## src/rtl/mvs_pkg.sv

```systemverilog
// Shared types, constants and helpers of the Morse vibration sequencer.
// No dependencies; imported by every module of the block.
`default_nettype none

package mvs_pkg;

    localparam int PATTERN_DEPTH = 256;
    localparam int ADDR_W        = $clog2(PATTERN_DEPTH);
    localparam int CNT_W         = ADDR_W + 1;

    localparam int CFG_W       = 16;
    localparam int TIME_W      = 17;
    localparam int OP_W        = 3;
    localparam int SYM_W       = 8;
    localparam int PHASE_W     = 3;
    localparam int IN_TDATA_W  = 16;
    localparam int OUT_TDATA_W = 8;
    localparam int APB_ADDR_W  = 5;
    localparam int APB_DATA_W  = 32;

    localparam logic [TIME_W-1:0] ELAPSED_MAX = '1;

    localparam logic [SYM_W-1:0] CHAR_DOT   = 8'h2E;
    localparam logic [SYM_W-1:0] CHAR_DASH  = 8'h2D;
    localparam logic [SYM_W-1:0] CHAR_SPACE = 8'h20;
    localparam logic [SYM_W-1:0] CHAR_SLASH = 8'h2F;

    localparam logic [CFG_W-1:0] DOT_RESET      = 16'd100;
    localparam logic [CFG_W-1:0] DASH_RESET     = 16'd300;
    localparam logic [CFG_W-1:0] SYM_GAP_RESET  = 16'd100;
    localparam logic [CFG_W-1:0] CHAR_GAP_RESET = 16'd300;
    localparam logic [CFG_W-1:0] NOTIFY_RESET   = 16'd500;

    typedef enum logic [OP_W-1:0] {
        OP_TICK   = 3'd0,
        OP_APPEND = 3'd1,
        OP_START  = 3'd2,
        OP_NOTIFY = 3'd3,
        OP_STOP   = 3'd4
    } op_t;

    typedef enum logic [PHASE_W-1:0] {
        PH_IDLE       = 3'd0,
        PH_NOTIFY     = 3'd1,
        PH_NOTIFY_GAP = 3'd2,
        PH_SYM_ON     = 3'd3,
        PH_SYM_GAP    = 3'd4,
        PH_CHAR_GAP   = 3'd5
    } phase_t;

    typedef enum logic [2:0] {
        REG_DOT      = 3'd0,
        REG_DASH     = 3'd1,
        REG_SYM_GAP  = 3'd2,
        REG_CHAR_GAP = 3'd3,
        REG_NOTIFY   = 3'd4
    } reg_idx_t;

    typedef enum logic [2:0] {
        DUR_ZERO,
        DUR_DOT,
        DUR_DASH,
        DUR_SYM_GAP,
        DUR_CHAR_GAP,
        DUR_WORD_GAP,
        DUR_NOTIFY
    } dur_sel_t;

    typedef enum logic [2:0] {
        CLS_DOT,
        CLS_DASH,
        CLS_SPACE,
        CLS_SLASH,
        CLS_OTHER
    } sym_class_t;

    typedef enum logic [2:0] {
        ST_IDLE,
        ST_EXEC,
        ST_PEEK_RD,
        ST_PEEK,
        ST_WALK_RD,
        ST_WALK,
        ST_RESULT
    } ctrl_state_t;

    typedef struct packed {
        logic [CFG_W-1:0] dot;
        logic [CFG_W-1:0] dash;
        logic [CFG_W-1:0] sym_gap;
        logic [CFG_W-1:0] char_gap;
        logic [CFG_W-1:0] notify;
    } cfg_t;

    typedef struct packed {
        logic     load_item;
        logic     tick;
        logic     append;
        logic     start;
        logic     clear;
        logic     advance;
        logic     go;
        phase_t   go_phase;
        dur_sel_t go_dur;
        logic     load_out;
    } dp_cmd_t;

    typedef struct packed {
        logic [OP_W-1:0] op;
        phase_t          phase;
        logic            expire;
        logic            len_nonzero;
        logic            pos_lt_len;
        logic            store_full;
        sym_class_t      sym_class;
        logic            out_free;
    } dp_status_t;

    function automatic sym_class_t classify(input logic [SYM_W-1:0] b);
        sym_class_t c;
        case (b)
            CHAR_DOT:   c = CLS_DOT;
            CHAR_DASH:  c = CLS_DASH;
            CHAR_SPACE: c = CLS_SPACE;
            CHAR_SLASH: c = CLS_SLASH;
            default:    c = CLS_OTHER;
        endcase
        return c;
    endfunction

endpackage

`default_nettype wire

```

## src/rtl/morse_vibration_sequencer.sv

```systemverilog
// Top level of the Morse vibration sequencer: register file, controller, datapath.
// Depends on mvs_pkg, mvs_regs, mvs_ctrl and mvs_datapath.
//
//  channel | role          | payload
//  --------+---------------+---------------------------------------------
//  s_*     | command beats | tdata: op[2:0], symbol[10:3]
//  m_*     | status beats  | tdata: motor_on[0], busy_res[1], phase[4:2]
//  APB     | configuration | five 16-bit timing registers at 4*i
//
// A beat is accepted, executed, and then its result is loaded into the output
// register. A tick that ends a gap phase also walks the store, reading and then
// classifying each byte; one that ends a symbol first reads and peeks at the next
// byte, and walks on from it if it is not a dot or dash.
// A result not yet taken holds the next beat off.
// Reset is asynchronous; the pattern store holds no reset value.
`default_nettype none

module morse_vibration_sequencer
    import mvs_pkg::*;
(
    input  logic                   clk,
    input  logic                   rst_n,
    input  logic                   s_tvalid,
    output logic                   s_tready,
    input  logic [IN_TDATA_W-1:0]  s_tdata,   // op[2:0], symbol[10:3], zero fill
    output logic                   m_tvalid,
    input  logic                   m_tready,
    output logic [OUT_TDATA_W-1:0] m_tdata,   // motor_on[0], busy_res[1], phase[4:2]
    input  logic                   psel,
    input  logic                   penable,
    input  logic                   pwrite,
    input  logic [APB_ADDR_W-1:0]  paddr,
    input  logic [APB_DATA_W-1:0]  pwdata,
    output logic [APB_DATA_W-1:0]  prdata,
    output logic                   pready
);

    cfg_t       cfg;
    dp_cmd_t    cmd;
    dp_status_t st;

    mvs_regs u_regs (
        .clk     (clk),
        .rst_n   (rst_n),
        .psel    (psel),
        .penable (penable),
        .pwrite  (pwrite),
        .paddr   (paddr),
        .pwdata  (pwdata),
        .prdata  (prdata),
        .pready  (pready),
        .cfg     (cfg)
    );

    mvs_ctrl u_ctrl (
        .clk      (clk),
        .rst_n    (rst_n),
        .in_valid (s_tvalid),
        .in_ready (s_tready),
        .st       (st),
        .cmd      (cmd)
    );

    mvs_datapath u_datapath (
        .clk       (clk),
        .rst_n     (rst_n),
        .cfg       (cfg),
        .cmd       (cmd),
        .st        (st),
        .in_data   (s_tdata),
        .out_valid (m_tvalid),
        .out_ready (m_tready),
        .out_data  (m_tdata)
    );

endmodule

`default_nettype wire

```

## src/rtl/mvs_regs.sv

```systemverilog
// Configuration register file with an APB-style write/read port.
// Depends on mvs_pkg for the register map and reset values.
`default_nettype none

module mvs_regs
    import mvs_pkg::*;
(
    input  logic                  clk,
    input  logic                  rst_n,
    input  logic                  psel,
    input  logic                  penable,
    input  logic                  pwrite,
    input  logic [APB_ADDR_W-1:0] paddr,
    input  logic [APB_DATA_W-1:0] pwdata,
    output logic [APB_DATA_W-1:0] prdata,
    output logic                  pready,
    output cfg_t                  cfg
);

    cfg_t     cfg_reg;
    logic     wr_en;
    reg_idx_t idx;

    assign pready = 1'b1;
    assign wr_en  = psel && penable && pwrite;
    assign idx    = reg_idx_t'(paddr[APB_ADDR_W-1:2]);
    assign cfg    = cfg_reg;

    always_ff @(posedge clk or negedge rst_n)
    begin
        if (!rst_n)
        begin
            cfg_reg.dot      <= DOT_RESET;
            cfg_reg.dash     <= DASH_RESET;
            cfg_reg.sym_gap  <= SYM_GAP_RESET;
            cfg_reg.char_gap <= CHAR_GAP_RESET;
            cfg_reg.notify   <= NOTIFY_RESET;
        end
        else if (wr_en)
        begin
            case (idx)
                REG_DOT:      cfg_reg.dot      <= pwdata[CFG_W-1:0];
                REG_DASH:     cfg_reg.dash     <= pwdata[CFG_W-1:0];
                REG_SYM_GAP:  cfg_reg.sym_gap  <= pwdata[CFG_W-1:0];
                REG_CHAR_GAP: cfg_reg.char_gap <= pwdata[CFG_W-1:0];
                REG_NOTIFY:   cfg_reg.notify   <= pwdata[CFG_W-1:0];
                default:      ;
            endcase
        end
    end

    always_comb
    begin
        prdata = '0;
        case (idx)
            REG_DOT:      prdata = APB_DATA_W'(cfg_reg.dot);
            REG_DASH:     prdata = APB_DATA_W'(cfg_reg.dash);
            REG_SYM_GAP:  prdata = APB_DATA_W'(cfg_reg.sym_gap);
            REG_CHAR_GAP: prdata = APB_DATA_W'(cfg_reg.char_gap);
            REG_NOTIFY:   prdata = APB_DATA_W'(cfg_reg.notify);
            default:      prdata = '0;
        endcase
    end

endmodule

`default_nettype wire

```

## src/rtl/mvs_ctrl.sv

```systemverilog
// Sequencing state machine: decodes each beat and steps the datapath.
// Depends on mvs_pkg for state, command and status types.
`default_nettype none

module mvs_ctrl
    import mvs_pkg::*;
(
    input  logic       clk,
    input  logic       rst_n,
    input  logic       in_valid,
    output logic       in_ready,
    input  dp_status_t st,
    output dp_cmd_t    cmd
);

    ctrl_state_t state_reg;
    ctrl_state_t state_next;

    always_ff @(posedge clk or negedge rst_n)
    begin
        if (!rst_n)
        begin
            state_reg <= ST_IDLE;
        end
        else
        begin
            state_reg <= state_next;
        end
    end

    always_comb
    begin
        state_next = state_reg;
        cmd        = '0;
        in_ready   = 1'b0;
        case (state_reg)
            ST_IDLE:
            begin
                in_ready = 1'b1;
                if (in_valid)
                begin
                    cmd.load_item = 1'b1;
                    state_next    = ST_EXEC;
                end
            end
            ST_EXEC:
            begin
                state_next = ST_RESULT;
                case (st.op)
                    OP_TICK:
                    begin
                        if (st.phase != PH_IDLE)
                        begin
                            cmd.tick = 1'b1;
                            if (st.expire)
                            begin
                                case (st.phase)
                                    PH_NOTIFY:
                                    begin
                                        cmd.go = 1'b1;
                                        if (st.len_nonzero)
                                        begin
                                            cmd.go_phase = PH_NOTIFY_GAP;
                                            cmd.go_dur   = DUR_CHAR_GAP;
                                        end
                                        else
                                        begin
                                            cmd.go_phase = PH_IDLE;
                                            cmd.go_dur   = DUR_ZERO;
                                        end
                                    end
                                    PH_SYM_ON:
                                    begin
                                        if (st.pos_lt_len)
                                        begin
                                            state_next = ST_PEEK_RD;
                                        end
                                        else
                                        begin
                                            cmd.go       = 1'b1;
                                            cmd.go_phase = PH_IDLE;
                                            cmd.go_dur   = DUR_ZERO;
                                        end
                                    end
                                    PH_NOTIFY_GAP, PH_SYM_GAP, PH_CHAR_GAP:
                                    begin
                                        state_next = ST_WALK_RD;
                                    end
                                    default:
                                    begin
                                        cmd.go       = 1'b1;
                                        cmd.go_phase = PH_IDLE;
                                        cmd.go_dur   = DUR_ZERO;
                                    end
                                endcase
                            end
                        end
                    end
                    OP_APPEND:
                    begin
                        cmd.append = (st.phase == PH_IDLE) && !st.store_full;
                    end
                    OP_START:
                    begin
                        cmd.start    = 1'b1;
                        cmd.go       = 1'b1;
                        cmd.go_phase = PH_NOTIFY;
                        cmd.go_dur   = DUR_NOTIFY;
                    end
                    OP_NOTIFY:
                    begin
                        cmd.clear    = 1'b1;
                        cmd.go       = 1'b1;
                        cmd.go_phase = PH_NOTIFY;
                        cmd.go_dur   = DUR_NOTIFY;
                    end
                    OP_STOP:
                    begin
                        cmd.clear    = 1'b1;
                        cmd.go       = 1'b1;
                        cmd.go_phase = PH_IDLE;
                        cmd.go_dur   = DUR_ZERO;
                    end
                    default:
                    begin
                    end
                endcase
            end
            ST_PEEK_RD:
            begin
                state_next = ST_PEEK;
            end
            ST_PEEK:
            begin
                // another on-symbol follows in this character: symbol gap
                if (st.sym_class inside {CLS_DOT, CLS_DASH})
                begin
                    cmd.go       = 1'b1;
                    cmd.go_phase = PH_SYM_GAP;
                    cmd.go_dur   = DUR_SYM_GAP;
                    state_next   = ST_RESULT;
                end
                else
                begin
                    // fetched byte is still the one at the read position
                    state_next = ST_WALK;
                end
            end
            ST_WALK_RD:
            begin
                state_next = ST_WALK;
            end
            ST_WALK:
            begin
                state_next = ST_RESULT;
                if (st.pos_lt_len)
                begin
                    cmd.advance = 1'b1;
                    cmd.go      = 1'b1;
                    case (st.sym_class)
                        CLS_DOT:
                        begin
                            cmd.go_phase = PH_SYM_ON;
                            cmd.go_dur   = DUR_DOT;
                        end
                        CLS_DASH:
                        begin
                            cmd.go_phase = PH_SYM_ON;
                            cmd.go_dur   = DUR_DASH;
                        end
                        CLS_SPACE:
                        begin
                            cmd.go_phase = PH_CHAR_GAP;
                            cmd.go_dur   = DUR_CHAR_GAP;
                        end
                        CLS_SLASH:
                        begin
                            cmd.go_phase = PH_CHAR_GAP;
                            cmd.go_dur   = DUR_WORD_GAP;
                        end
                        default:
                        begin
                            // skip the byte and fetch the next one
                            cmd.go     = 1'b0;
                            state_next = ST_WALK_RD;
                        end
                    endcase
                end
                else
                begin
                    cmd.go       = 1'b1;
                    cmd.go_phase = PH_IDLE;
                    cmd.go_dur   = DUR_ZERO;
                end
            end
            ST_RESULT:
            begin
                if (st.out_free)
                begin
                    cmd.load_out = 1'b1;
                    state_next   = ST_IDLE;
                end
            end
            default:
            begin
                state_next = ST_IDLE;
            end
        endcase
    end

endmodule

`default_nettype wire

```

## src/rtl/mvs_datapath.sv

```systemverilog
// Datapath: pattern store, phase timer, read/append pointers, output register.
// Depends on mvs_pkg; driven by mvs_ctrl commands, configured by mvs_regs.
`default_nettype none

module mvs_datapath
    import mvs_pkg::*;
(
    input  logic                   clk,
    input  logic                   rst_n,
    input  cfg_t                   cfg,
    input  dp_cmd_t                cmd,
    output dp_status_t             st,
    input  logic [IN_TDATA_W-1:0]  in_data,
    output logic                   out_valid,
    input  logic                   out_ready,
    output logic [OUT_TDATA_W-1:0] out_data
);

    logic [SYM_W-1:0]       store_mem [PATTERN_DEPTH];
    logic [SYM_W-1:0]       rd_data_reg;

    logic [OP_W-1:0]        op_item_reg;
    logic [SYM_W-1:0]       sym_item_reg;

    phase_t                 phase_reg,    phase_next;
    logic [TIME_W-1:0]      elapsed_reg,  elapsed_next;
    logic [TIME_W-1:0]      duration_reg, duration_next;
    logic [CNT_W-1:0]       pos_reg,      pos_next;
    logic [CNT_W-1:0]       len_reg,      len_next;
    logic [CNT_W-1:0]       cnt_reg,      cnt_next;
    logic                   out_valid_reg, out_valid_next;
    logic [OUT_TDATA_W-1:0] out_data_reg;

    logic [TIME_W-1:0]      elapsed_inc;
    logic [TIME_W-1:0]      go_dur;
    logic                   motor;

    // saturating millisecond count
    assign elapsed_inc = (elapsed_reg == ELAPSED_MAX) ? elapsed_reg : elapsed_reg + 1'b1;

    always_comb
    begin
        case (cmd.go_dur)
            DUR_DOT:      go_dur = TIME_W'(cfg.dot);
            DUR_DASH:     go_dur = TIME_W'(cfg.dash);
            DUR_SYM_GAP:  go_dur = TIME_W'(cfg.sym_gap);
            DUR_CHAR_GAP: go_dur = TIME_W'(cfg.char_gap);
            DUR_WORD_GAP: go_dur = {cfg.char_gap, 1'b0};
            DUR_NOTIFY:   go_dur = TIME_W'(cfg.notify);
            default:      go_dur = '0;
        endcase
    end

    always_comb
    begin
        phase_next    = phase_reg;
        elapsed_next  = elapsed_reg;
        duration_next = duration_reg;
        pos_next      = pos_reg;
        len_next      = len_reg;
        cnt_next      = cnt_reg;

        if (cmd.tick)
        begin
            elapsed_next = elapsed_inc;
        end
        if (cmd.append)
        begin
            cnt_next = cnt_reg + 1'b1;
        end
        if (cmd.start)
        begin
            len_next = cnt_reg;
            pos_next = '0;
        end
        if (cmd.clear)
        begin
            cnt_next = '0;
            len_next = '0;
            pos_next = '0;
        end
        if (cmd.advance)
        begin
            pos_next = pos_reg + 1'b1;
        end
        if (cmd.go)
        begin
            phase_next    = cmd.go_phase;
            elapsed_next  = '0;
            duration_next = go_dur;
        end

        out_valid_next = out_valid_reg;
        if (cmd.load_out)
        begin
            out_valid_next = 1'b1;
        end
        else if (out_ready)
        begin
            out_valid_next = 1'b0;
        end
    end

    always_ff @(posedge clk or negedge rst_n)
    begin
        if (!rst_n)
        begin
            phase_reg     <= PH_IDLE;
            elapsed_reg   <= '0;
            duration_reg  <= '0;
            pos_reg       <= '0;
            len_reg       <= '0;
            cnt_reg       <= '0;
            out_valid_reg <= 1'b0;
        end
        else
        begin
            phase_reg     <= phase_next;
            elapsed_reg   <= elapsed_next;
            duration_reg  <= duration_next;
            pos_reg       <= pos_next;
            len_reg       <= len_next;
            cnt_reg       <= cnt_next;
            out_valid_reg <= out_valid_next;
        end
    end

    // pattern store: one write port, one registered read port at the read position
    always_ff @(posedge clk)
    begin
        if (cmd.append)
        begin
            store_mem[cnt_reg[ADDR_W-1:0]] <= sym_item_reg;
        end
        rd_data_reg <= store_mem[pos_reg[ADDR_W-1:0]];
    end

    assign motor = (phase_reg == PH_NOTIFY) || (phase_reg == PH_SYM_ON);

    always_ff @(posedge clk)
    begin
        if (cmd.load_item)
        begin
            op_item_reg  <= in_data[OP_W-1:0];
            sym_item_reg <= in_data[OP_W +: SYM_W];
        end
        if (cmd.load_out)
        begin
            out_data_reg <= {{(OUT_TDATA_W-PHASE_W-2){1'b0}}, phase_reg,
                             phase_reg != PH_IDLE, motor};
        end
    end

    assign st.op          = op_item_reg;
    assign st.phase       = phase_reg;
    assign st.expire      = elapsed_inc >= duration_reg;
    assign st.len_nonzero = len_reg != '0;
    assign st.pos_lt_len  = pos_reg < len_reg;
    assign st.store_full  = cnt_reg >= CNT_W'(PATTERN_DEPTH);
    assign st.sym_class   = classify(rd_data_reg);
    assign st.out_free    = !out_valid_reg || out_ready;

    assign out_valid = out_valid_reg;
    assign out_data  = out_data_reg;

endmodule

`default_nettype wire

```

## config.mk

```make
export PLATFORM = sky130hd
export DESIGN_NAME = morse_vibration_sequencer
export DESIGN_NICKNAME = d
export VERILOG_FILES = /design/src/rtl/mvs_pkg.sv /design/src/rtl/morse_vibration_sequencer.sv /design/src/rtl/mvs_regs.sv /design/src/rtl/mvs_ctrl.sv /design/src/rtl/mvs_datapath.sv
export SDC_FILE = /design/constraint.sdc
export NUM_CORES = 2
export LEC_CHECK = 0
export BUFFER_PORTS_ARGS = -buffer_cell sky130_fd_sc_hd__buf_2
export CAP_MARGIN = 40
export CORE_ASPECT_RATIO = 1.4
export CORE_MARGIN = 8
export CORE_UTILIZATION = 47
export CTS_BUF_LIST = sky130_fd_sc_hd__clkbuf_8
export DETAILED_ROUTE_END_ITERATION = 12
export PLACE_DENSITY_LB_ADDON = 0.2
export REMOVE_ABC_BUFFERS = 1
export SLEW_MARGIN = 20
export SYNTH_ARGS = -nofsm -noshare
export SYNTH_HDL_FRONTEND = slang
export SYNTH_SLANG_ARGS = --single-unit
```

## constraint.sdc

```tcl
create_clock -name clk -period 4.2 [get_ports clk]
set_clock_uncertainty 0.2 [all_clocks]
set_input_delay 0.21 -clock clk [delete_from_list [all_inputs] [get_ports clk]]
set_output_delay 0.21 -clock clk [all_outputs]
set_load 0.1 [all_outputs]
```

==> run metrics <==
overall fraction of global-route tracks in use 22.0%; post-synth top area cell edfxtp_1; crit path capture type register; area occupied by multi-input gates 0.0207 mm2; cell at the root of the clock tree clkbuf_8; Nets 5229; number of warnings issued by yosys 0; Synth area leaders edfxtp_1 70%, mux4_2 12%, dfrtp_1 3.6%; result of the run finished clean; Setup CP Type reg -> reg; commonest register cell after synthesis edfxtp_1; startpoint class of the critical path register; maximum number of pins on one net before global-route repair 193; Static Leak 32.6 nW; final critical-path share of the clock period 93.8%; slew at the pin with the worst max-slew slack 1330 ps; highest achievable clock rate 0.254 GHz; antenna violations before repair 4; post-synthesis instance area 0.0881 mm2; ys async rst share 6.67%; HPWL Detailed 142000 um; Die Footprint 0.202 mm2; via count of the first global-routing pass 47900; Port-buffer cells 59; number of unique standard cell types used by synthesis 75; initial standard-cell utilization of the core 47.2%; post-route antenna net violation count 0; First DRT Iteration DRCs 4133; number of vias per cell after detailed routing 5.91; post-layout instance count excluding filler cells 7843; post-CTS clock slew at the launch and capture registers of the worst setup and hold paths 60 ps; crit path max fanout 10; peak supply drop 285 uV; number of fill cells in the layout 14700; TritonCTS buffer count 331; Detailed Routing Iterations Pass 1 6; final setup violation count 0; cell area power density 513 mW/mm2; maximum buffer depth of the clock tree 4; area share of the leading cell type in the synthesized netlist 70.4%; Syn Area/Cell 19.6 um2; register area share after synthesis 74.8%; Worst EP arrival 4530 ps; Register Area 0.0659 mm2; max FFs per register 2048; sink count of the clock tree 2220; total count of hold-check failures in the final report 0; Post-synth EDFFs 2064; Clock Latency Late Sink 910 ps; cell total after placement 7203; share of cells above drive strength 1 29.7%; leading cell type by number of instances after synthesis edfxtp_1; post-layout minimum cycle time 3940 ps; Final Max Tran Viols 0; via count 46400; number of top-level design ports 103; slew margin rel. 11.6%; core utilization of the finished layout 53.9%; most common library cells after synthesis 2064 x edfxtp_1, 485 x mux4_2, 341 x nor2_1; final weighted congestion in routability-driven placement 0.851; die boundary height 528 um; wirelength, routed 226000 um; class of the most critical hold timing path in -> reg; Cell Rows 188; post-detailed-route DRC marker count 0; grt total ovfl 0; Core ar. 0.187 mm2; DIE WIDTH 382 um; number of levels the H-tree was split into 5; wire length of the first global-routing pass 331000 um; Area Overhead vs Synth 14.2%; max capacitance violation total 0; Syn Inst Count 4497; RSZ-0062 raised after global routing false; total of flip-flops plus latches after synthesis 2220; Critical Path RT 4790 ps; final routed wire length divided by cell count 28.9 um; clock tree from TritonCTS built
==> kinds of logic after synthesis <==
group	count (synthesis)	synth area share [%]
DFF	2220	74.8
muxes	670	14.6
adders and majority gates	31	0.440
xor gates and xnor gates	36	0.358
buffers and inverters	328	1.92
AOI/OAI and AO/OA	511	4.18
and+or+nand+nor	699	3.69
other	2	0.00852
==> path summary, 6_finish.rpt <==
| path | from | endpoint | slack, ps | cells past startpoint |
|---|---|---|---|---|
| max | u_datapath.elapsed_reg[6] | u_datapath.duration_reg[10] | 260 | 15 |
| min | s_tvalid | u_ctrl.state_reg[0] | 130 | 6 |
| max reg2reg | u_datapath.elapsed_reg[6] | u_datapath.duration_reg[10] | 260 | 15 |
| min reg2reg | u_datapath.pos_reg[8] | u_datapath.pos_reg[8] | 320 | 1 |
| max in group asynchronous | rst_n | u_datapath.elapsed_reg[5] | 3090 | 4 |
| min in group asynchronous | rst_n | u_regs.cfg[69] | 270 | 3 |
==> metal layers <==
layer	vias to the layer above	track usage [%]	part of all wire (%)
li1	19700	-	-
met1	24500	28.8	39
met2	1745	37.7	51
met3	401	3.65	6.5
met4	0	7.62	3.5
met5	-	0	0
==> repair_timing <==
item / CTS / global route
hold buffers: 64 / 0
buffers inserted: 0 / 1
endpoints found under the setup margin: 11 / 37
pin swaps: 0 / 3
gates resized for setup: 1 / 8
endpoints found under the hold margin: 259 / 0
==> critical path, cell delays in order, from the launching register on <==
cell and delay, ps:
dfrtp_1 420, nand4_1 210, or2_2 350, a311oi_1 250
buf_4 190, nand4_1 110, xnor2_1 140, ha_1 290
nand4_1 160, nor4_2 250, o21bai_1 80, and4_1 250
nor4_4 340, buf_6 190, o31ai_1 80, a221o_1 290
==> placed cells by master (no fill, tap or decap), types with 75 or more instances in the layout <==
cell | synthesis | final
buf_4 | 70 | 414
nor2_1 | 341 | 338
a22oi_1 | 150 | 150
dfrtp_1 | 128 | 124
mux4_2 | 485 | 485
edfxtp_1 | 2064 | 2064
inv_1 | 32 | 124
nand2_1 | 109 | 97
mux2i_1 | 87 | 87
clkinv_1 | 0 | 75
mux2_2 | 98 | 98
a21oi_1 | 77 | 77
clkbuf_8 | 0 | 344
==> final cells by class <==
| cell class | count | area share (%) |
|---|---|---|
| timing repair buffer | 586 | 5.01 |
| inverter | 32 | 0.119 |
| clock buffer | 344 | 4.71 |
| multi-input combinational | 1967 | 20.6 |
| sequential | 2220 | 65.5 |
| antenna | 6 | 0.0149 |
| tap | 2470 | 3.07 |
| clock inverter | 218 | 0.942 |
==> per-stage QoR <==
step	setup TNS, ps	area, um2	hold WS [ps]	total power [mW]	setup slack, ps
global route	0	101000	114	53.5	35.8
CTS	0	100000	31.9	52.1	72.0
finish	0	101000	129	51.6	261
floorplan	-996310	86600	-286	30.0	-18800
detailed placement	-301	94100	124	36.5	-36.8
global placement	0	93900	117	36.3	61.2
==> report_power, final <==
group | switching, mW | internal (mW)
Sequential | 0.370 | 24.8
Combinational | 5.93 | 4.79
Clock | 8.03 | 7.62
Total | 14.3 | 37.2
Note: power is estimated with default switching activity, not from simulation.
